`src/rtl/core/arpc_pkg.sv`:
```
// Shared types and constants for the ARP resolution cache.
// Used by arpc_ctrl, arpc_dp and arp_cache_with_pending_queue; no dependencies.
`default_nettype none

package arpc_pkg;

	// table sizes
	localparam int CACHE_ENTRIES   = 16;
	localparam int REQUEST_ENTRIES = 8;
	localparam int PENDING_ENTRIES = 16;
	localparam int HANDLE_BITS     = 16;

	localparam int CI_W    = (CACHE_ENTRIES > 1) ? $clog2(CACHE_ENTRIES) : 1;
	localparam int RI_W    = (REQUEST_ENTRIES > 1) ? $clog2(REQUEST_ENTRIES) : 1;
	localparam int PI_W    = (PENDING_ENTRIES > 1) ? $clog2(PENDING_ENTRIES) : 1;
	localparam int PCNT_W  = $clog2(PENDING_ENTRIES + 1);
	localparam int SCAN_W  = (CI_W > RI_W) ? CI_W : RI_W;

	// command codes
	localparam logic [1:0] CMD_SEND = 2'd0;
	localparam logic [1:0] CMD_RECV = 2'd1;
	localparam logic [1:0] CMD_TICK = 2'd2;
	localparam logic [1:0] CMD_RSVD = 2'd3;

	// result kinds
	localparam logic [2:0] KIND_IPV4    = 3'd0;
	localparam logic [2:0] KIND_ARPREQ  = 3'd1;
	localparam logic [2:0] KIND_ARPREP  = 3'd2;
	localparam logic [2:0] KIND_DELIVER = 3'd3;
	localparam logic [2:0] KIND_DROP    = 3'd4;

	// protocol constants
	localparam logic [7:0]  TCP_PROTOCOL  = 8'd6;
	localparam logic [47:0] BROADCAST_MAC = 48'hFFFF_FFFF_FFFF;
	localparam logic [15:0] ETH_IPV4      = 16'h0800;
	localparam logic [15:0] ETH_ARP       = 16'h0806;
	localparam logic [15:0] OP_REQUEST    = 16'd1;
	localparam logic [15:0] OP_REPLY      = 16'd2;

	// configuration register indexes
	localparam logic [1:0] REG_OWN_MAC  = 2'd0;
	localparam logic [1:0] REG_OWN_IP   = 2'd1;
	localparam logic [1:0] REG_LIFETIME = 2'd2;
	localparam logic [1:0] REG_TIMEOUT  = 2'd3;

	localparam logic [31:0] LIFETIME_RST = 32'd30000;
	localparam logic [31:0] TIMEOUT_RST  = 32'd5000;

	typedef struct packed {
		logic [1:0]             cmd;
		logic [HANDLE_BITS-1:0] item_handle;
		logic [31:0]            gateway_ip;
		logic [7:0]             ip_protocol;
		logic [47:0]            frame_dst_mac;
		logic [15:0]            frame_ethertype;
		logic                   payload_ok;
		logic [15:0]            arp_opcode;
		logic [31:0]            arp_sender_ip;
		logic [47:0]            arp_sender_mac;
		logic [31:0]            arp_target_ip_in;
		logic [31:0]            elapsed_ms;
	} in_item_t;

	typedef struct packed {
		logic [2:0]             out_kind;
		logic [47:0]            out_dst_mac;
		logic [HANDLE_BITS-1:0] out_handle;
		logic [31:0]            out_arp_target_ip;
		logic [47:0]            out_arp_target_mac;
		logic                   out_last;
	} out_item_t;

	// datapath operations
	typedef enum logic [4:0] {
		DP_NOP,
		DP_LATCH,
		DP_CLR,
		DP_CHIT,
		DP_RCHK,
		DP_PADD,
		DP_REQADD,
		DP_EMIT_HIT,
		DP_EMIT_DROP,
		DP_EMIT_DLV,
		DP_EMIT_RPLY,
		DP_LSCAN,
		DP_LWRITE,
		DP_PSTART,
		DP_PSTEP,
		DP_PEND,
		DP_TCACHE,
		DP_TREQ,
		DP_FINISH
	} dp_op_t;

	typedef struct packed {
		dp_op_t            op;
		logic [SCAN_W-1:0] idx;
		logic [PI_W-1:0]   rank;
		logic              rel;
	} dp_cmd_t;

	typedef struct packed {
		logic              can_emit;
		logic [1:0]        cmd;
		logic              proto_ok;
		logic              dst_ok;
		logic              is_ipv4;
		logic              is_arp;
		logic              pay_ok;
		logic              reply_ok;
		logic              hit;
		logic              pend_full;
		logic              outst;
		logic              req_full;
		logic              c_exp;
		logic              r_exp;
		logic [PCNT_W-1:0] pend_cnt;
	} dp_sts_t;

	typedef enum logic [15:0] {
		ST_IDLE   = 16'b0000_0000_0000_0001,
		ST_DECODE = 16'b0000_0000_0000_0010,
		ST_CSCAN  = 16'b0000_0000_0000_0100,
		ST_SDEC   = 16'b0000_0000_0000_1000,
		ST_RSCAN  = 16'b0000_0000_0001_0000,
		ST_RDEC   = 16'b0000_0000_0010_0000,
		ST_EMIT   = 16'b0000_0000_0100_0000,
		ST_LSCAN  = 16'b0000_0000_1000_0000,
		ST_LWRITE = 16'b0000_0001_0000_0000,
		ST_PSTART = 16'b0000_0010_0000_0000,
		ST_PSTEP  = 16'b0000_0100_0000_0000,
		ST_PEND   = 16'b0000_1000_0000_0000,
		ST_TCACHE = 16'b0001_0000_0000_0000,
		ST_TREQ   = 16'b0010_0000_0000_0000,
		ST_TNEXT  = 16'b0100_0000_0000_0000,
		ST_FIN    = 16'b1000_0000_0000_0000
	} state_t;

endpackage

`default_nettype wire

```
`src/rtl/core/arp_cache_with_pending_queue.sv`:
```
// ARP address resolution cache with pending datagram list.
// Top level: joins arpc_ctrl and arpc_dp. Depends on arpc_pkg.
//
// Usage: items enter on in_valid/in_ready (send, receive or tick command);
// results leave on out_valid/out_ready, out_last marking the final result
// of an item. Configuration is written through cfg_we/cfg_index/cfg_data;
// the user must do so only while the block is idle, since the block itself
// does not enforce it. One item is worked at a time: a TCP send scans the
// cache and, on a miss with room in the pending list, the request table;
// a receive of ARP sends any reply first, then runs the learn scan and
// one step per queued handle; a tick visits every cache and request entry
// and, for every entry that expires, passes over the pending list.
// The sequencer walks each table one entry at a time, so table depth sets
// how long an item takes. Results pass through a one-deep staging register
// and an output register; when the receiver stalls, the walk pauses on the
// next result, and a new item is taken once the last result sits in the
// output register. Reset clears all valid bits and counts; tables need no
// clearing.
`default_nettype none

module arp_cache_with_pending_queue (
	input  wire logic               clk,
	input  wire logic               arst_n,
	input  wire logic               cfg_we,
	input  wire logic [1:0]         cfg_index,
	input  wire logic [47:0]        cfg_data,
	input  wire logic               in_valid,
	output logic                    in_ready,
	input  wire arpc_pkg::in_item_t in_data,
	output logic                    out_valid,
	input  wire logic               out_ready,
	output arpc_pkg::out_item_t     out_data
);

	arpc_pkg::dp_cmd_t cmd;
	arpc_pkg::dp_sts_t sts;

	arpc_ctrl u_ctrl (
		.clk      (clk),
		.arst_n   (arst_n),
		.in_valid (in_valid),
		.in_ready (in_ready),
		.sts      (sts),
		.cmd      (cmd)
	);

	arpc_dp u_dp (
		.clk       (clk),
		.arst_n    (arst_n),
		.cfg_we    (cfg_we),
		.cfg_index (cfg_index),
		.cfg_data  (cfg_data),
		.in_data   (in_data),
		.cmd       (cmd),
		.sts       (sts),
		.out_valid (out_valid),
		.out_ready (out_ready),
		.out_data  (out_data)
	);

endmodule

`default_nettype wire

```
`src/rtl/core/arpc_dp.sv`:
```
// Datapath of the ARP resolution cache: tables, item register, scan flags,
// result staging and output register. Depends on arpc_pkg.
`default_nettype none

module arpc_dp (
	input  wire logic               clk,
	input  wire logic               arst_n,
	input  wire logic               cfg_we,
	input  wire logic [1:0]         cfg_index,
	input  wire logic [47:0]        cfg_data,
	input  wire arpc_pkg::in_item_t in_data,
	input  wire arpc_pkg::dp_cmd_t  cmd,
	output arpc_pkg::dp_sts_t       sts,
	output logic                    out_valid,
	input  wire logic               out_ready,
	output arpc_pkg::out_item_t     out_data
);

	localparam int CE = arpc_pkg::CACHE_ENTRIES;
	localparam int RE = arpc_pkg::REQUEST_ENTRIES;
	localparam int PE = arpc_pkg::PENDING_ENTRIES;
	localparam int CI_W = arpc_pkg::CI_W;
	localparam int RI_W = arpc_pkg::RI_W;
	localparam int PI_W = arpc_pkg::PI_W;
	localparam int PCNT_W = arpc_pkg::PCNT_W;
	localparam int HB = arpc_pkg::HANDLE_BITS;

	// configuration
	logic [47:0] own_mac_q;
	logic [31:0] own_ip_q, lifetime_q, timeout_q;

	arpc_pkg::in_item_t item_q;

	// tables
	logic [CE-1:0] cache_vld_q;
	logic [31:0]   cache_ip_q   [CE];
	logic [47:0]   cache_mac_q  [CE];
	logic [31:0]   cache_life_q [CE];
	logic [RE-1:0] req_vld_q;
	logic [31:0]   req_ip_q   [RE];
	logic [31:0]   req_left_q [RE];
	logic [PE-1:0] pend_vld_q;
	logic [31:0]   pend_ip_q  [PE];
	logic [HB-1:0] pend_hdl_q [PE];
	logic [PI_W-1:0] pend_age_q [PE];
	logic [PCNT_W-1:0] pend_cnt_q;

	// scan and pass state
	logic            hit_q, outst_q, lmatch_q;
	logic [CI_W-1:0] hit_idx_q, lmatch_idx_q, lmin_idx_q;
	logic [31:0]     lmin_val_q;
	logic [31:0]     key_ip_q;
	logic [PE-1:0]   visited_q;
	logic [PCNT_W-1:0] keep_cnt_q;

	// staging and output
	logic                st_vld_q, out_vld_q;
	arpc_pkg::out_item_t st_q, out_q;

	function automatic logic [CI_W-1:0] first_zero_c(input logic [CE-1:0] v);
		logic [CI_W-1:0] r;
		r = '0;
		for (int i = CE - 1; i >= 0; i--)
			if (!v[i]) r = CI_W'(i);
		return r;
	endfunction

	function automatic logic [RI_W-1:0] first_zero_r(input logic [RE-1:0] v);
		logic [RI_W-1:0] r;
		r = '0;
		for (int i = RE - 1; i >= 0; i--)
			if (!v[i]) r = RI_W'(i);
		return r;
	endfunction

	function automatic logic [PI_W-1:0] first_zero_p(input logic [PE-1:0] v);
		logic [PI_W-1:0] r;
		r = '0;
		for (int i = PE - 1; i >= 0; i--)
			if (!v[i]) r = PI_W'(i);
		return r;
	endfunction

	logic [CI_W-1:0] ci, free_c, slot_c;
	logic [RI_W-1:0] ri, free_r;
	logic [PI_W-1:0] free_p, pe;
	logic            c_match, l_match, r_match, c_exp, r_exp, pe_hit;
	logic            out_free, can_emit, emit_en, finish_en, rel_emit;
	arpc_pkg::out_item_t emit_item;

	assign ci = cmd.idx[CI_W-1:0];
	assign ri = cmd.idx[RI_W-1:0];
	assign free_c = first_zero_c(cache_vld_q);
	assign free_r = first_zero_r(req_vld_q);
	assign free_p = first_zero_p(pend_vld_q);

	// compares on the entry under the scan index
	assign c_match = cache_vld_q[ci] && (cache_ip_q[ci] == item_q.gateway_ip);
	assign l_match = cache_vld_q[ci] && (cache_ip_q[ci] == item_q.arp_sender_ip);
	assign r_match = req_vld_q[ri] && (req_ip_q[ri] == item_q.gateway_ip);
	assign c_exp   = cache_vld_q[ci] && !(cache_life_q[ci] > item_q.elapsed_ms);
	assign r_exp   = req_vld_q[ri] && !(req_left_q[ri] > item_q.elapsed_ms);

	// learned entry goes to its old slot, else a free one, else the shortest-lived
	always_comb begin
		if (lmatch_q) begin
			slot_c = lmatch_idx_q;
		end else if (!(&cache_vld_q)) begin
			slot_c = free_c;
		end else begin
			slot_c = lmin_idx_q;
		end
	end

	// locate the unvisited pending entry holding the current rank
	always_comb begin
		pe = '0;
		for (int j = 0; j < PE; j++)
			if (pend_vld_q[j] && !visited_q[j] && (pend_age_q[j] == cmd.rank))
				pe = PI_W'(j);
	end
	assign pe_hit = pend_ip_q[pe] == key_ip_q;

	assign out_free = !out_vld_q || out_ready;
	assign can_emit = !st_vld_q || out_free;
	assign rel_emit = (cmd.op == arpc_pkg::DP_PSTEP) && cmd.rel && pe_hit;
	assign finish_en = (cmd.op == arpc_pkg::DP_FINISH) && st_vld_q;

	// build the result for this operation
	always_comb begin
		emit_item = '0;
		emit_en   = 1'b1;
		unique case (cmd.op)
			arpc_pkg::DP_EMIT_HIT: begin
				emit_item.out_kind    = arpc_pkg::KIND_IPV4;
				emit_item.out_dst_mac = cache_mac_q[hit_idx_q];
				emit_item.out_handle  = item_q.item_handle;
			end
			arpc_pkg::DP_EMIT_DROP: begin
				emit_item.out_kind   = arpc_pkg::KIND_DROP;
				emit_item.out_handle = item_q.item_handle;
			end
			arpc_pkg::DP_EMIT_DLV: begin
				emit_item.out_kind   = arpc_pkg::KIND_DELIVER;
				emit_item.out_handle = item_q.item_handle;
			end
			arpc_pkg::DP_EMIT_RPLY: begin
				emit_item.out_kind           = arpc_pkg::KIND_ARPREP;
				emit_item.out_dst_mac        = item_q.arp_sender_mac;
				emit_item.out_arp_target_ip  = item_q.arp_sender_ip;
				emit_item.out_arp_target_mac = item_q.arp_sender_mac;
			end
			arpc_pkg::DP_REQADD: begin
				emit_item.out_kind          = arpc_pkg::KIND_ARPREQ;
				emit_item.out_dst_mac       = arpc_pkg::BROADCAST_MAC;
				emit_item.out_arp_target_ip = item_q.gateway_ip;
			end
			arpc_pkg::DP_PSTEP: begin
				emit_item.out_kind    = arpc_pkg::KIND_IPV4;
				emit_item.out_dst_mac = item_q.arp_sender_mac;
				emit_item.out_handle  = pend_hdl_q[pe];
				emit_en               = rel_emit;
			end
			default: begin
				emit_en = 1'b0;
			end
		endcase
	end

	// control state: valid bits, flags, counts, configuration
	always_ff @(posedge clk or negedge arst_n) begin
		if (!arst_n) begin
			own_mac_q   <= '0;
			own_ip_q    <= '0;
			lifetime_q  <= arpc_pkg::LIFETIME_RST;
			timeout_q   <= arpc_pkg::TIMEOUT_RST;
			cache_vld_q <= '0;
			req_vld_q   <= '0;
			pend_vld_q  <= '0;
			pend_cnt_q  <= '0;
			hit_q       <= 1'b0;
			outst_q     <= 1'b0;
			lmatch_q    <= 1'b0;
			visited_q   <= '0;
			keep_cnt_q  <= '0;
			st_vld_q    <= 1'b0;
			out_vld_q   <= 1'b0;
		end else begin
			if (cfg_we) begin
				unique case (cfg_index)
					arpc_pkg::REG_OWN_MAC:  own_mac_q  <= cfg_data;
					arpc_pkg::REG_OWN_IP:   own_ip_q   <= cfg_data[31:0];
					arpc_pkg::REG_LIFETIME: lifetime_q <= cfg_data[31:0];
					arpc_pkg::REG_TIMEOUT:  timeout_q  <= cfg_data[31:0];
					default: ;
				endcase
			end
			unique case (cmd.op)
				arpc_pkg::DP_CLR: begin
					hit_q    <= 1'b0;
					outst_q  <= 1'b0;
					lmatch_q <= 1'b0;
				end
				arpc_pkg::DP_CHIT: begin
					if (c_match && !hit_q) hit_q <= 1'b1;
				end
				arpc_pkg::DP_RCHK: begin
					if (r_match) outst_q <= 1'b1;
				end
				arpc_pkg::DP_PADD: begin
					pend_vld_q[free_p] <= 1'b1;
					pend_cnt_q         <= pend_cnt_q + PCNT_W'(1);
				end
				arpc_pkg::DP_REQADD: begin
					pend_vld_q[free_p] <= 1'b1;
					pend_cnt_q         <= pend_cnt_q + PCNT_W'(1);
					req_vld_q[free_r]  <= 1'b1;
				end
				arpc_pkg::DP_LSCAN: begin
					if (l_match && !lmatch_q) lmatch_q <= 1'b1;
				end
				arpc_pkg::DP_LWRITE: begin
					cache_vld_q[slot_c] <= 1'b1;
				end
				arpc_pkg::DP_PSTART: begin
					visited_q  <= '0;
					keep_cnt_q <= '0;
				end
				arpc_pkg::DP_PSTEP: begin
					visited_q[pe] <= 1'b1;
					if (pe_hit) begin
						pend_vld_q[pe] <= 1'b0;
					end else begin
						keep_cnt_q <= keep_cnt_q + PCNT_W'(1);
					end
				end
				arpc_pkg::DP_PEND: begin
					pend_cnt_q <= keep_cnt_q;
				end
				arpc_pkg::DP_TCACHE: begin
					if (c_exp) cache_vld_q[ci] <= 1'b0;
				end
				arpc_pkg::DP_TREQ: begin
					if (r_exp) req_vld_q[ri] <= 1'b0;
				end
				default: ;
			endcase
			// staging and output handshake
			if ((emit_en || finish_en) && st_vld_q) begin
				out_vld_q <= 1'b1;
			end else if (out_ready) begin
				out_vld_q <= 1'b0;
			end
			if (emit_en) begin
				st_vld_q <= 1'b1;
			end else if (finish_en) begin
				st_vld_q <= 1'b0;
			end
		end
	end

	// payload state: table contents, item, scan indexes, results
	always_ff @(posedge clk) begin
		unique case (cmd.op)
			arpc_pkg::DP_LATCH: begin
				item_q <= in_data;
			end
			arpc_pkg::DP_CHIT: begin
				if (c_match && !hit_q) hit_idx_q <= ci;
			end
			arpc_pkg::DP_PADD: begin
				pend_ip_q[free_p]  <= item_q.gateway_ip;
				pend_hdl_q[free_p] <= item_q.item_handle;
				pend_age_q[free_p] <= pend_cnt_q[PI_W-1:0];
			end
			arpc_pkg::DP_REQADD: begin
				pend_ip_q[free_p]  <= item_q.gateway_ip;
				pend_hdl_q[free_p] <= item_q.item_handle;
				pend_age_q[free_p] <= pend_cnt_q[PI_W-1:0];
				req_ip_q[free_r]   <= item_q.gateway_ip;
				req_left_q[free_r] <= timeout_q;
			end
			arpc_pkg::DP_LSCAN: begin
				if (l_match && !lmatch_q) lmatch_idx_q <= ci;
				if ((ci == '0) || (cache_life_q[ci] < lmin_val_q)) begin
					lmin_idx_q <= ci;
					lmin_val_q <= cache_life_q[ci];
				end
			end
			arpc_pkg::DP_LWRITE: begin
				cache_ip_q[slot_c]   <= item_q.arp_sender_ip;
				cache_mac_q[slot_c]  <= item_q.arp_sender_mac;
				cache_life_q[slot_c] <= lifetime_q;
				key_ip_q             <= item_q.arp_sender_ip;
			end
			arpc_pkg::DP_PSTEP: begin
				if (!pe_hit) pend_age_q[pe] <= keep_cnt_q[PI_W-1:0];
			end
			arpc_pkg::DP_TCACHE: begin
				if (c_exp) begin
					key_ip_q <= cache_ip_q[ci];
				end else if (cache_vld_q[ci]) begin
					cache_life_q[ci] <= cache_life_q[ci] - item_q.elapsed_ms;
				end
			end
			arpc_pkg::DP_TREQ: begin
				if (r_exp) begin
					key_ip_q <= req_ip_q[ri];
				end else if (req_vld_q[ri]) begin
					req_left_q[ri] <= req_left_q[ri] - item_q.elapsed_ms;
				end
			end
			default: ;
		endcase
		if (emit_en) st_q <= emit_item;
		// advance the staged result; out_last is the low bit of the item
		if ((emit_en || finish_en) && st_vld_q) begin
			out_q <= {st_q[$bits(st_q)-1:1], finish_en};
		end
	end

	// status to the controller
	always_comb begin
		sts          = '0;
		sts.can_emit = can_emit;
		sts.cmd      = item_q.cmd;
		sts.proto_ok = item_q.ip_protocol == arpc_pkg::TCP_PROTOCOL;
		sts.dst_ok   = (item_q.frame_dst_mac == arpc_pkg::BROADCAST_MAC) ||
		               (item_q.frame_dst_mac == own_mac_q);
		sts.is_ipv4  = item_q.frame_ethertype == arpc_pkg::ETH_IPV4;
		sts.is_arp   = item_q.frame_ethertype == arpc_pkg::ETH_ARP;
		sts.pay_ok   = item_q.payload_ok;
		sts.reply_ok = (item_q.arp_opcode == arpc_pkg::OP_REQUEST) &&
		               (item_q.arp_target_ip_in == own_ip_q);
		sts.hit       = hit_q;
		sts.pend_full = &pend_vld_q;
		sts.outst     = outst_q;
		sts.req_full  = &req_vld_q;
		sts.c_exp     = c_exp;
		sts.r_exp     = r_exp;
		sts.pend_cnt  = pend_cnt_q;
	end

	assign out_valid = out_vld_q;
	assign out_data  = out_q;

endmodule

`default_nettype wire

```
`src/rtl/core/arpc_ctrl.sv`:
```
// Controller of the ARP resolution cache: sequences table scans, learning,
// pending-list passes and tick sweeps. Depends on arpc_pkg.
`default_nettype none

module arpc_ctrl (
	input  wire logic              clk,
	input  wire logic              arst_n,
	input  wire logic              in_valid,
	output logic                   in_ready,
	input  wire arpc_pkg::dp_sts_t sts,
	output arpc_pkg::dp_cmd_t      cmd
);

	localparam int SCAN_W = arpc_pkg::SCAN_W;
	localparam int PI_W = arpc_pkg::PI_W;
	localparam int PCNT_W = arpc_pkg::PCNT_W;
	localparam logic [SCAN_W-1:0] C_LAST = SCAN_W'(arpc_pkg::CACHE_ENTRIES - 1);
	localparam logic [SCAN_W-1:0] R_LAST = SCAN_W'(arpc_pkg::REQUEST_ENTRIES - 1);

	arpc_pkg::state_t  state_q, state_d;
	logic [SCAN_W-1:0] idx_q, idx_d;
	logic [PI_W-1:0]   rank_q, rank_d;
	logic              rel_q, rel_d, tph_q, tph_d;
	arpc_pkg::dp_op_t  emit_op_q, emit_op_d;
	arpc_pkg::dp_op_t  op;
	logic              rank_last;

	assign rank_last = (PCNT_W'(rank_q) + PCNT_W'(1)) == sts.pend_cnt;

	// next state and datapath operation
	always_comb begin
		state_d   = state_q;
		idx_d     = idx_q;
		rank_d    = rank_q;
		rel_d     = rel_q;
		tph_d     = tph_q;
		emit_op_d = emit_op_q;
		op        = arpc_pkg::DP_NOP;
		unique case (state_q)
			arpc_pkg::ST_IDLE: begin
				if (in_valid) begin
					op      = arpc_pkg::DP_LATCH;
					state_d = arpc_pkg::ST_DECODE;
				end
			end
			arpc_pkg::ST_DECODE: begin
				op      = arpc_pkg::DP_CLR;
				idx_d   = '0;
				state_d = arpc_pkg::ST_FIN;
				priority if (sts.cmd == arpc_pkg::CMD_SEND) begin
					if (sts.proto_ok) state_d = arpc_pkg::ST_CSCAN;
				end else if (sts.cmd == arpc_pkg::CMD_RECV) begin
					if (sts.dst_ok && sts.pay_ok && sts.is_ipv4) begin
						emit_op_d = arpc_pkg::DP_EMIT_DLV;
						state_d   = arpc_pkg::ST_EMIT;
					end else if (sts.dst_ok && sts.pay_ok && sts.is_arp) begin
						if (sts.reply_ok) begin
							emit_op_d = arpc_pkg::DP_EMIT_RPLY;
							state_d   = arpc_pkg::ST_EMIT;
						end else begin
							state_d = arpc_pkg::ST_LSCAN;
						end
					end
				end else if (sts.cmd == arpc_pkg::CMD_TICK) begin
					tph_d   = 1'b0;
					state_d = arpc_pkg::ST_TCACHE;
				end else begin
					state_d = arpc_pkg::ST_FIN;
				end
			end
			arpc_pkg::ST_CSCAN: begin
				op = arpc_pkg::DP_CHIT;
				if (idx_q == C_LAST) begin
					state_d = arpc_pkg::ST_SDEC;
				end else begin
					idx_d = idx_q + SCAN_W'(1);
				end
			end
			arpc_pkg::ST_SDEC: begin
				idx_d = '0;
				priority if (sts.hit) begin
					emit_op_d = arpc_pkg::DP_EMIT_HIT;
					state_d   = arpc_pkg::ST_EMIT;
				end else if (sts.pend_full) begin
					emit_op_d = arpc_pkg::DP_EMIT_DROP;
					state_d   = arpc_pkg::ST_EMIT;
				end else begin
					state_d = arpc_pkg::ST_RSCAN;
				end
			end
			arpc_pkg::ST_RSCAN: begin
				op = arpc_pkg::DP_RCHK;
				if (idx_q == R_LAST) begin
					state_d = arpc_pkg::ST_RDEC;
				end else begin
					idx_d = idx_q + SCAN_W'(1);
				end
			end
			arpc_pkg::ST_RDEC: begin
				priority if (sts.outst) begin
					op      = arpc_pkg::DP_PADD;
					state_d = arpc_pkg::ST_FIN;
				end else if (sts.req_full) begin
					emit_op_d = arpc_pkg::DP_EMIT_DROP;
					state_d   = arpc_pkg::ST_EMIT;
				end else begin
					emit_op_d = arpc_pkg::DP_REQADD;
					state_d   = arpc_pkg::ST_EMIT;
				end
			end
			arpc_pkg::ST_EMIT: begin
				if (sts.can_emit) begin
					op = emit_op_q;
					if (emit_op_q == arpc_pkg::DP_EMIT_RPLY) begin
						idx_d   = '0;
						state_d = arpc_pkg::ST_LSCAN;
					end else begin
						state_d = arpc_pkg::ST_FIN;
					end
				end
			end
			arpc_pkg::ST_LSCAN: begin
				op = arpc_pkg::DP_LSCAN;
				if (idx_q == C_LAST) begin
					state_d = arpc_pkg::ST_LWRITE;
				end else begin
					idx_d = idx_q + SCAN_W'(1);
				end
			end
			arpc_pkg::ST_LWRITE: begin
				op      = arpc_pkg::DP_LWRITE;
				rel_d   = 1'b1;
				state_d = arpc_pkg::ST_PSTART;
			end
			arpc_pkg::ST_PSTART: begin
				op     = arpc_pkg::DP_PSTART;
				rank_d = '0;
				if (sts.pend_cnt == '0) begin
					state_d = arpc_pkg::ST_PEND;
				end else begin
					state_d = arpc_pkg::ST_PSTEP;
				end
			end
			arpc_pkg::ST_PSTEP: begin
				if (!rel_q || sts.can_emit) begin
					op = arpc_pkg::DP_PSTEP;
					if (rank_last) begin
						state_d = arpc_pkg::ST_PEND;
					end else begin
						rank_d = rank_q + PI_W'(1);
					end
				end
			end
			arpc_pkg::ST_PEND: begin
				op      = arpc_pkg::DP_PEND;
				state_d = rel_q ? arpc_pkg::ST_FIN : arpc_pkg::ST_TNEXT;
			end
			arpc_pkg::ST_TCACHE: begin
				op    = arpc_pkg::DP_TCACHE;
				rel_d = 1'b0;
				state_d = sts.c_exp ? arpc_pkg::ST_PSTART : arpc_pkg::ST_TNEXT;
			end
			arpc_pkg::ST_TREQ: begin
				op    = arpc_pkg::DP_TREQ;
				rel_d = 1'b0;
				state_d = sts.r_exp ? arpc_pkg::ST_PSTART : arpc_pkg::ST_TNEXT;
			end
			arpc_pkg::ST_TNEXT: begin
				if (!tph_q) begin
					if (idx_q == C_LAST) begin
						idx_d   = '0;
						tph_d   = 1'b1;
						state_d = arpc_pkg::ST_TREQ;
					end else begin
						idx_d   = idx_q + SCAN_W'(1);
						state_d = arpc_pkg::ST_TCACHE;
					end
				end else begin
					if (idx_q == R_LAST) begin
						state_d = arpc_pkg::ST_FIN;
					end else begin
						idx_d   = idx_q + SCAN_W'(1);
						state_d = arpc_pkg::ST_TREQ;
					end
				end
			end
			arpc_pkg::ST_FIN: begin
				if (sts.can_emit) begin
					op      = arpc_pkg::DP_FINISH;
					state_d = arpc_pkg::ST_IDLE;
				end
			end
			default: begin
				state_d = arpc_pkg::ST_IDLE;
			end
		endcase
	end

	// hold state and counters
	always_ff @(posedge clk or negedge arst_n) begin
		if (!arst_n) begin
			state_q   <= arpc_pkg::ST_IDLE;
			idx_q     <= '0;
			rank_q    <= '0;
			rel_q     <= 1'b0;
			tph_q     <= 1'b0;
			emit_op_q <= arpc_pkg::DP_NOP;
		end else begin
			state_q   <= state_d;
			idx_q     <= idx_d;
			rank_q    <= rank_d;
			rel_q     <= rel_d;
			tph_q     <= tph_d;
			emit_op_q <= emit_op_d;
		end
	end

	assign in_ready = state_q == arpc_pkg::ST_IDLE;
	assign cmd.op   = op;
	assign cmd.idx  = idx_q;
	assign cmd.rank = rank_q;
	assign cmd.rel  = rel_q;

endmodule

`default_nettype wire

```
`config.mk`:
```
export PLATFORM = sky130hd
export DESIGN_NAME = arp_cache_with_pending_queue
export DESIGN_NICKNAME = d
export VERILOG_FILES = /design/src/rtl/core/arpc_pkg.sv /design/src/rtl/core/arp_cache_with_pending_queue.sv /design/src/rtl/core/arpc_dp.sv /design/src/rtl/core/arpc_ctrl.sv
export SDC_FILE = /design/constraint.sdc
export NUM_CORES = 2
export LEC_CHECK = 0
export BUFFER_PORTS_ARGS = -buffer_cell sky130_fd_sc_hd__buf_2
export CELL_PAD_IN_SITES_DETAIL_PLACEMENT = 0
export CELL_PAD_IN_SITES_GLOBAL_PLACEMENT = 1
export CORE_MARGIN = 4
export CORE_UTILIZATION = 35
export CTS_BUF_LIST = sky130_fd_sc_hd__clkbuf_4
export DETAILED_ROUTE_END_ITERATION = 7
export PLACE_DENSITY_LB_ADDON = 0.1
export SETUP_SLACK_MARGIN = 0.15
export SLEW_MARGIN = 20
export SYNTH_ARGS = -nofsm -noshare
export SYNTH_HDL_FRONTEND = slang
export SYNTH_SLANG_ARGS = --single-unit
```
`constraint.sdc`:
```
create_clock -name clk -period 29.5 [get_ports clk]
set_input_delay 5.9 -clock clk [delete_from_list [all_inputs] [get_ports clk]]
set_output_delay 5.9 -clock clk [all_outputs]
set_load 0.01 [all_outputs]
```
=== Word level (Yosys, flattened, before mapping) ===
Memories as Yosys holds them, arrays and structs flattened. A register that Yosys moved wholly into a read port is not among the register bits.
Cells that the tools add are included.

* Register bits: 900
* Memory bits (writable): 3136
* Input bits: 338
* Output and inout bits: 150
* Logic and storage cells: 510
* Memories kept: 8

{| class="wikitable"
|+ Memories
! name !! depth !! bits a word !! read ports !! clocked after Yosys merged registers in !! write ports !! RTL line !! RTL
|-
| u_dp.cache_mac_q || 16 || 48 || 1 || 1 || 1 || arpc_dp.sv:37 || <nowiki>logic [47:0] cache_mac_q [CE];</nowiki>
|-
| u_dp.cache_ip_q || 16 || 32 || 1 || 0 || 1 || arpc_dp.sv:36 || <nowiki>logic [31:0] cache_ip_q [CE];</nowiki>
|-
| u_dp.cache_life_q || 16 || 32 || 1 || 0 || 1 || arpc_dp.sv:38 || <nowiki>logic [31:0] cache_life_q [CE];</nowiki>
|-
| u_dp.pend_ip_q || 16 || 32 || 1 || 0 || 1 || arpc_dp.sv:43 || <nowiki>logic [31:0] pend_ip_q [PE];</nowiki>
|-
| u_dp.pend_hdl_q || 16 || 16 || 1 || 0 || 1 || arpc_dp.sv:44 || <nowiki>logic [HB-1:0] pend_hdl_q [PE];</nowiki>
|-
| u_dp.req_ip_q || 8 || 32 || 1 || 0 || 1 || arpc_dp.sv:40 || <nowiki>logic [31:0] req_ip_q [RE];</nowiki>
|-
| +2 memories || n/a || n/a || n/a || n/a || n/a || n/a ||
|}

* Add/sub/neg operators: 7
* $lt $le $gt $ge: 15
* Equal/unequal tests: 95
* Mux-type cells: 191
* Bitwise gates (word level): 13
* Reductions and logical operators: 132

{| class="wikitable"
|+ Operators by type and width
! cell !! count
|-
| 16-bit two-way mux || 23
|-
| 16-bit case mux with 16 select lines || 1
|-
| 4-bit two-way mux || 57
|-
| 32-bit == test || 5
|-
| 32-bit two-way mux || 5
|-
| 48-bit case mux with 3 select lines || 1
|-
| 16-bit case mux with 2 select lines || 4
|-
| 32-bit case mux with 3 select lines || 1
|-
| 5-bit case mux with 14 select lines || 1
|-
| 32-bit > comparator || 2
|-
| 32-bit case mux with 2 select lines || 1
|-
| 32-bit OR reduction || 2
|-
| 32-bit subtractor || 2
|-
| 4-bit == test || 15
|-
| 5-bit two-way mux || 11
|-
| 1-bit logical AND || 51
|-
| 16-bit by 12-bit == test with 1-bit output, second input constant || 3
|-
| 48-bit == test || 1
|-
| 48-bit == test, second input constant || 1
|-
| 16-bit bitwise OR || 3
|-
| 5-bit by 4-bit == test with 1-bit output, second input constant || 9
|-
| 1-bit two-way mux || 42
|-
| 3-bit two-way mux || 14
|-
| 16-bit AND || 2
|-
| 77 further kinds || 196
|}

=== Longest topological paths before layout ===
* Word-level depth: 26
* Gate-level depth with buffers: 30
* Gate-level depth less buffers: 22

=== Modules after synthesis ===
From an unflattened synthesis, not the netlist that was laid out.

* Cells, all modules: 8767
* Area total of the unflattened synthesis: 159953.4 um2

{| class="wikitable"
|+ By module, submodules not included
! module !! instances !! cells each !! area each (um2) !! seq. area each (um2)
|-
| arpc_dp || 1 || 8498 || 157665.0 || 119139.3
|-
| arpc_ctrl || 1 || 269 || 2288.4 || 752.0
|}

=== Worst setup path after synthesis ===
Ideal clock, no wire load.

* Path kind: input to register
* From: input port out_ready
* To: register u_dp.item_q[0] (netlist name) (enable)
* Setup time: 1.273 ns
* Data arrival time: 26.627 ns
* Data required time: 28.227 ns
* Path slack: 1.600 ns
* Cell stages on the path: 8
* Buffers on the path: 0
* Cell sequence: nor2b_1 and2_1 nand2_1 nand2_1 nand2_1 nor4_1 nand2_1 nor3_1

* Cells in the longest elaborated chain, start to end: 6
* Elaborated cells on any way between the ends: 8
* Those cells by class: 1 x eq/ne; 4 x mux; 3 x reduce/logical

{| class="wikitable"
|+ RTL lines
! what !! RTL line !! RTL
|-
| start: declaration || arp_cache_with_pending_queue.sv:31 || <nowiki>input wire logic out_ready,</nowiki>
|-
| 1-bit logical OR * || arpc_dp.sv:124 || <nowiki>assign out_free = !out_vld_q || out_ready;</nowiki>
|-
| 1-bit logical OR * || arpc_dp.sv:125 || <nowiki>assign can_emit = !st_vld_q || out_free;</nowiki>
|-
| 1-bit logical OR || arpc_ctrl.sv:145 || <nowiki>if (!rel_q || sts.can_emit) begin</nowiki>
|-
| 4-bit two-way mux || arpc_ctrl.sv:145 ||
|-
| 5-bit case mux with 14 select lines * || arpc_ctrl.sv:39 || <nowiki>unique case (state_q)</nowiki>
|-
| 5-bit by 1-bit == test with 1-bit output * || arpc_dp.sv:264 || <nowiki>unique case (cmd.op)</nowiki>
|-
| end signal: assignment || arpc_dp.sv:266 || <nowiki>item_q <= in_data;</nowiki>
|-
| end: declaration || arpc_dp.sv:32 || <nowiki>arpc_pkg::in_item_t item_q;</nowiki>
|}

Mark *: on every way between the ends. The rest lies on a longest branch, timed or not.
A chain may end at the register's enable or synchronous reset.

=== Final worst setup path ===
* From: register u_ctrl.rank_q[3]
* To: register u_dp.out_q (netlist bit u_dp.out_data[106]) (enable)

* Cells in the longest elaborated chain, start to end: 23
* Elaborated cells on any way between the ends: 51
* Those cells by class: 16 x eq/ne; 16 x mux; 18 x reduce/logical; 1 x memory

{| class="wikitable"
|+ RTL lines
! what !! RTL line !! RTL
|-
| start: declaration || arpc_ctrl.sv:22 || <nowiki>logic [PI_W-1:0] rank_q, rank_d;</nowiki>
|-
| start signal: assignment || arpc_ctrl.sv:211 || <nowiki>rank_q <= rank_d;</nowiki>
|-
| 4-bit == test || arpc_dp.sv:119 || <nowiki>if (pend_vld_q[j] && !visited_q[j] && (pend_age_q[j] == cmd.rank))</nowiki>
|-
| 1-bit logical AND || arpc_dp.sv:119 ||
|-
| 1-bit two-way mux || arpc_dp.sv:119 ||
|-
| 2-bit two-way mux (2 in a row) || arpc_dp.sv:119 ||
|-
| 3-bit two-way mux (4 in a row) || arpc_dp.sv:119 ||
|-
| 4-bit two-way mux (7 in a row) || arpc_dp.sv:119 ||
|-
| 4-bit two-way mux * || arpc_dp.sv:119 ||
|-
| memory 16 x 32 bit * || n/a ||
|-
| 32-bit == test * || arpc_dp.sv:122 || <nowiki>assign pe_hit = pend_ip_q[pe] == key_ip_q;</nowiki>
|-
| 1-bit logical AND * || arpc_dp.sv:126 || <nowiki>assign rel_emit = (cmd.op == arpc_pkg::DP_PSTEP) && cmd.rel && pe_hit;</nowiki>
|-
| 1-bit case mux with 2 select lines * || arpc_dp.sv:133 || <nowiki>unique case (cmd.op)</nowiki>
|-
| 1-bit logical OR * || arpc_dp.sv:317 || <nowiki>if ((emit_en || finish_en) && st_vld_q) begin</nowiki>
|-
| 1-bit logical AND * || arpc_dp.sv:317 ||
|-
| end signal: assignment || arpc_dp.sv:318 || <nowiki>out_q <= {st_q[$bits(st_q)-1:1], finish_en};</nowiki>
|-
| end: declaration || arpc_dp.sv:58 || <nowiki>arpc_pkg::out_item_t st_q, out_q;</nowiki>
|}

Marked as above.

==> flow_metrics.env <==
export IMPL_status="finished, final reports clean"
export IMPL_netlist_area_leader_share=0.723
export IMPL_synth_most_common_cell="edfxtp_1"
export IMPL_crit_type="flop to flop"
export IMPL_rsz0062_at_grt="no"
export IMPL_synth_area_leaders="edfxtp_1, dfrtp_1, mux4_2, nand2_1, a22oi_1"
export IMPL_max_freq_ghz=0.0932
export IMPL_die_h_um=678
export IMPL_row_count=245
export IMPL_p_comb_frac=0.070
export IMPL_finalSetupTns_ns=0
export IMPL_cp_common_cell="buf_4"
export IMPL_fin_skew_ns=0.198
export IMPL_postCtsHoldBufs=0
export IMPL_final_nets=11200
export IMPL_synthTopCellsByCount="edfxtp_1, nand2_1, nor2_1"
export IMPL_antenna_found_initial=52
export IMPL_grt_pass1_vias=98400
export IMPL_ant_nets=0
export IMPL_maxCapViolations=0
export IMPL_p_per_area_mw_per_mm2=70.3
export IMPL_post_cts_buffers=0
export IMPL_ctsResizeCount=0
export IMPL_cp_num_buf_inv=8
export IMPL_ys_types=95
export IMPL_seqPwrFrac=0.537
export IMPL_clock_latency_ns=1.74
export IMPL_cts_tree="built"
export IMPL_num_io_pins=488
export IMPL_dp_cells=15500
export IMPL_drtIter0Drc=8106
export IMPL_maxUsedRoutingLayer="met5"
export IMPL_final_layout_size_suffix_gt1_frac=0.277
export IMPL_cts_buffer_depth=5
export IMPL_crit_path_max_incr_delay_ns=0.96
export IMPL_syn_area_mm2=0.157
export IMPL_critPathLaunchType="flop"
export IMPL_die_w_um=678
export IMPL_pre_cts_slack_ns=17.68
export IMPL_power_internal_uw=9660
export IMPL_synth_edf_count=3786
export IMPL_fillers=40900
export IMPL_wl_met1_um=228000
export IMPL_clk_pin_slew_worst_paths_ns=0.07
export IMPL_h_tree_depth=7
export IMPL_synth_flop_cell="edfxtp_1"
export IMPL_fin_area_mm2=0.183
export IMPL_required_ns=30.78
export IMPL_wirelength_um=526000
export IMPL_via_count=95200
export IMPL_stdcell_count=17500
export IMPL_track_usage=0.226
export IMPL_io_buffers=487
export IMPL_grt_ovfl_total=0
export IMPL_worst_path_max_fanout=52
export IMPL_path_cells="inv_1 -> o22a_1 -> nand4_2 -> buf_4 -> nand4_2 -> or3_2 -> buf_4 -> nor3_4 -> buf_4 -> o211ai_1 -> o2111ai_1 -> nor3_1 -> nor4b_1 -> nand4_1 -> nor4_2 -> buf_4 -> and2_1 -> a31oi_1 -> a21oi_4 -> buf_4 -> buf_4 -> buf_4"
export IMPL_die_area_mm2=0.460
export IMPL_maxSlewViolCount=0
export IMPL_end_kind="flop"
export IMPL_slew_headroom=0.187
export IMPL_routed_via_density=5.45
export IMPL_grt_pass1_wl_um=737000
export IMPL_wl_per_cell_um=30.1
export IMPL_initial_core_util=0.352
export IMPL_p_sw_frac=0.247
export IMPL_ys_ff_latch=4034
export IMPL_synthArstFlopShare=0.0605
export IMPL_setup_viol=0
export IMPL_avgSynthCellArea_um2=17.0
export IMPL_clkPwrFrac=0.393
export IMPL_yosysTopAreaCell="edfxtp_1"
export IMPL_setup_slack_ns=18.77
export IMPL_core_mm2=0.447
export IMPL_critPathArrivalTime_ns=12.02
export IMPL_cpLargestDelayFamily="buffers and inverters"
export IMPL_syn_nets=9711
export IMPL_fin_crit_sh=0.364
export IMPL_area_growth_syn_to_layout_pct=16.0
export IMPL_wl_met2_um=254000
export IMPL_cts_made_buffers=1180
export IMPL_gp_congestion=0.824
export IMPL_synthCells=9268
export IMPL_drc=0
export IMPL_cp_slowest_cell="dfrtp_1"
export IMPL_cts_root_buffer="clkbuf_4"
export IMPL_p_sw_uw=3180
export IMPL_holdCritPathClass="flop to flop"
export IMPL_hold_viol_final=0
export IMPL_firstDrtPassIters=6
export IMPL_clock_sinks=4034
export IMPL_worst_ir_drop_vdd_mv=0.0431
export IMPL_fin_crit_ns=10.73
export IMPL_worst_pin_slew_ns=1.22
export IMPL_grt_max_degree=94
export IMPL_yosys_warnings=0
export IMPL_place_hpwl_um=309000
export IMPL_met3_length_um=28700
export IMPL_placement_cell_area_mm2=0.169
export IMPL_seq_area_frac_synth=0.762
export IMPL_p_leak_uw=0.0616
[cell families after synthesis]
logic type,count (synthesis),share of synthesized area
buf+inv,652,0.0166
fa+ha+maj,105,0.00845
simple gates,1633,0.0498
compound gates,1979,0.0889
mux,590,0.0589
flops,4034,0.762
xor+xnor,275,0.0153
[cell type report]
type / instances / area (µm²) / share of cell area
Sequential cell: 4034 / 120000 / 0.657
Multi-Input combinational cell: 4582 / 35700 / 0.196
Clock buffer: 1706 / 12800 / 0.0701
Tap cell: 5928 / 7420 / 0.0406
Timing Repair Buffer: 801 / 4890 / 0.0268
Clock inverter: 197 / 1090 / 0.00600
Inverter: 177 / 664 / 0.00364
Antenna cell: 37 / 92.6 / 0.000507
[metrics by stage]
stage / power [µW] / utilization / hold slack (ns)
2_1_floorplan: 7460 / - / 0.400
3_3_place_gp: 7890 / 0.377 / 0.404
3_5_place_dp: 7920 / 0.377 / 0.405
4_1_cts: 13000 / 0.408 / 0.386
5_1_grt: 13400 / 0.409 / 0.401
6_report: 12800 / 0.409 / 0.396
[worst paths after layout]
path	start	to	slack, ns	cells past startpoint
setup / recovery	u_ctrl.rank_q[3]$_DFFE_PN0P_	u_dp.out_data[106]$_DFFE_PP_	18.77	22
hold / removal	u_dp.st_q[34]$_SDFFCE_PP0P_	u_dp.out_data[34]$_DFFE_PP_	0.40	0
setup reg to reg	u_ctrl.rank_q[3]$_DFFE_PN0P_	u_dp.out_data[106]$_DFFE_PP_	18.77	22
hold reg to reg	u_dp.st_q[34]$_SDFFCE_PP0P_	u_dp.out_data[34]$_DFFE_PP_	0.40	0
max in group asynchronous	arst_n	u_ctrl.idx_q[3]$_DFFE_PN0P_	23.40	3
min in group asynchronous	arst_n	u_dp.own_ip_q[9]$_DFFE_PN0P_	4.27	1
[state kept, by name (all words and copies together) (netlist names), 32 cells and up, named ones only]
register	cells
u_dp.cache_mac_q	768
u_dp.cache_ip_q	512
u_dp.cache_life_q	512
u_dp.pend_ip_q	512
u_dp.item_q	280
u_dp.pend_hdl_q	256
u_dp.req_ip_q	256
u_dp.req_left_q	256
u_dp.out_data	148
u_dp.st_q	147
u_dp.pend_age_q	60
u_dp.own_mac_q	48
u_dp.key_ip_q	32
u_dp.lifetime_q	32
u_dp.lmin_val_q	32
u_dp.own_ip_q	32
u_dp.timeout_q	32
[layer usage]
metal / GRT usage / vias up
met5: 0 / -
met4: 0.0845 / 16
met3: 0.0426 / 853
met2: 0.368 / 3506
met1: 0.301 / 49800
li1: - / 41000
[power by group through the flow]
| stage | registers, µW | clock network (µW) | logic (µW) |
|---|---|---|---|
| final | 6890 | 5050 | 898 |
| after global routing | 6910 | 5550 | 967 |
| after CTS | 6890 | 5230 | 911 |
| after detailed placement | 7010 | 0 | 909 |
| after global placement | 7000 | 0 | 890 |
| after floorplan | 7090 | 0 | 365 |
[layout by cell type (no fill, tap or decap), types with 66 or more instances in the layout]
cell / Yosys / final
xor2_1: 147 / 147
nor2_4: 0 / 66
dfrtp_1: 231 / 227
a31oi_1: 121 / 119
a21oi_1: 286 / 284
xnor2_1: 128 / 128
nor3_1: 74 / 70
clkinv_1: 0 / 137
a221o_1: 91 / 91
buf_4: 11 / 308
o22ai_1: 169 / 168
nand3_1: 97 / 96
nor2_1: 324 / 256
a22oi_1: 309 / 309
edfxtp_1: 3786 / 3786
nand4_1: 111 / 111
mux2_2: 168 / 168
ha_1: 103 / 103
inv_1: 175 / 173
mux4_2: 252 / 252
nor4_1: 71 / 69
a22o_1: 125 / 125
a221oi_1: 115 / 114
o211ai_1: 84 / 84
buf_2: 43 / 486
o21ai_0: 283 / 257
mux2i_1: 169 / 169
clkbuf_4: 0 / 1706
nand2_1: 637 / 634
No activity file was read; power rests on OpenSTA's default activity.
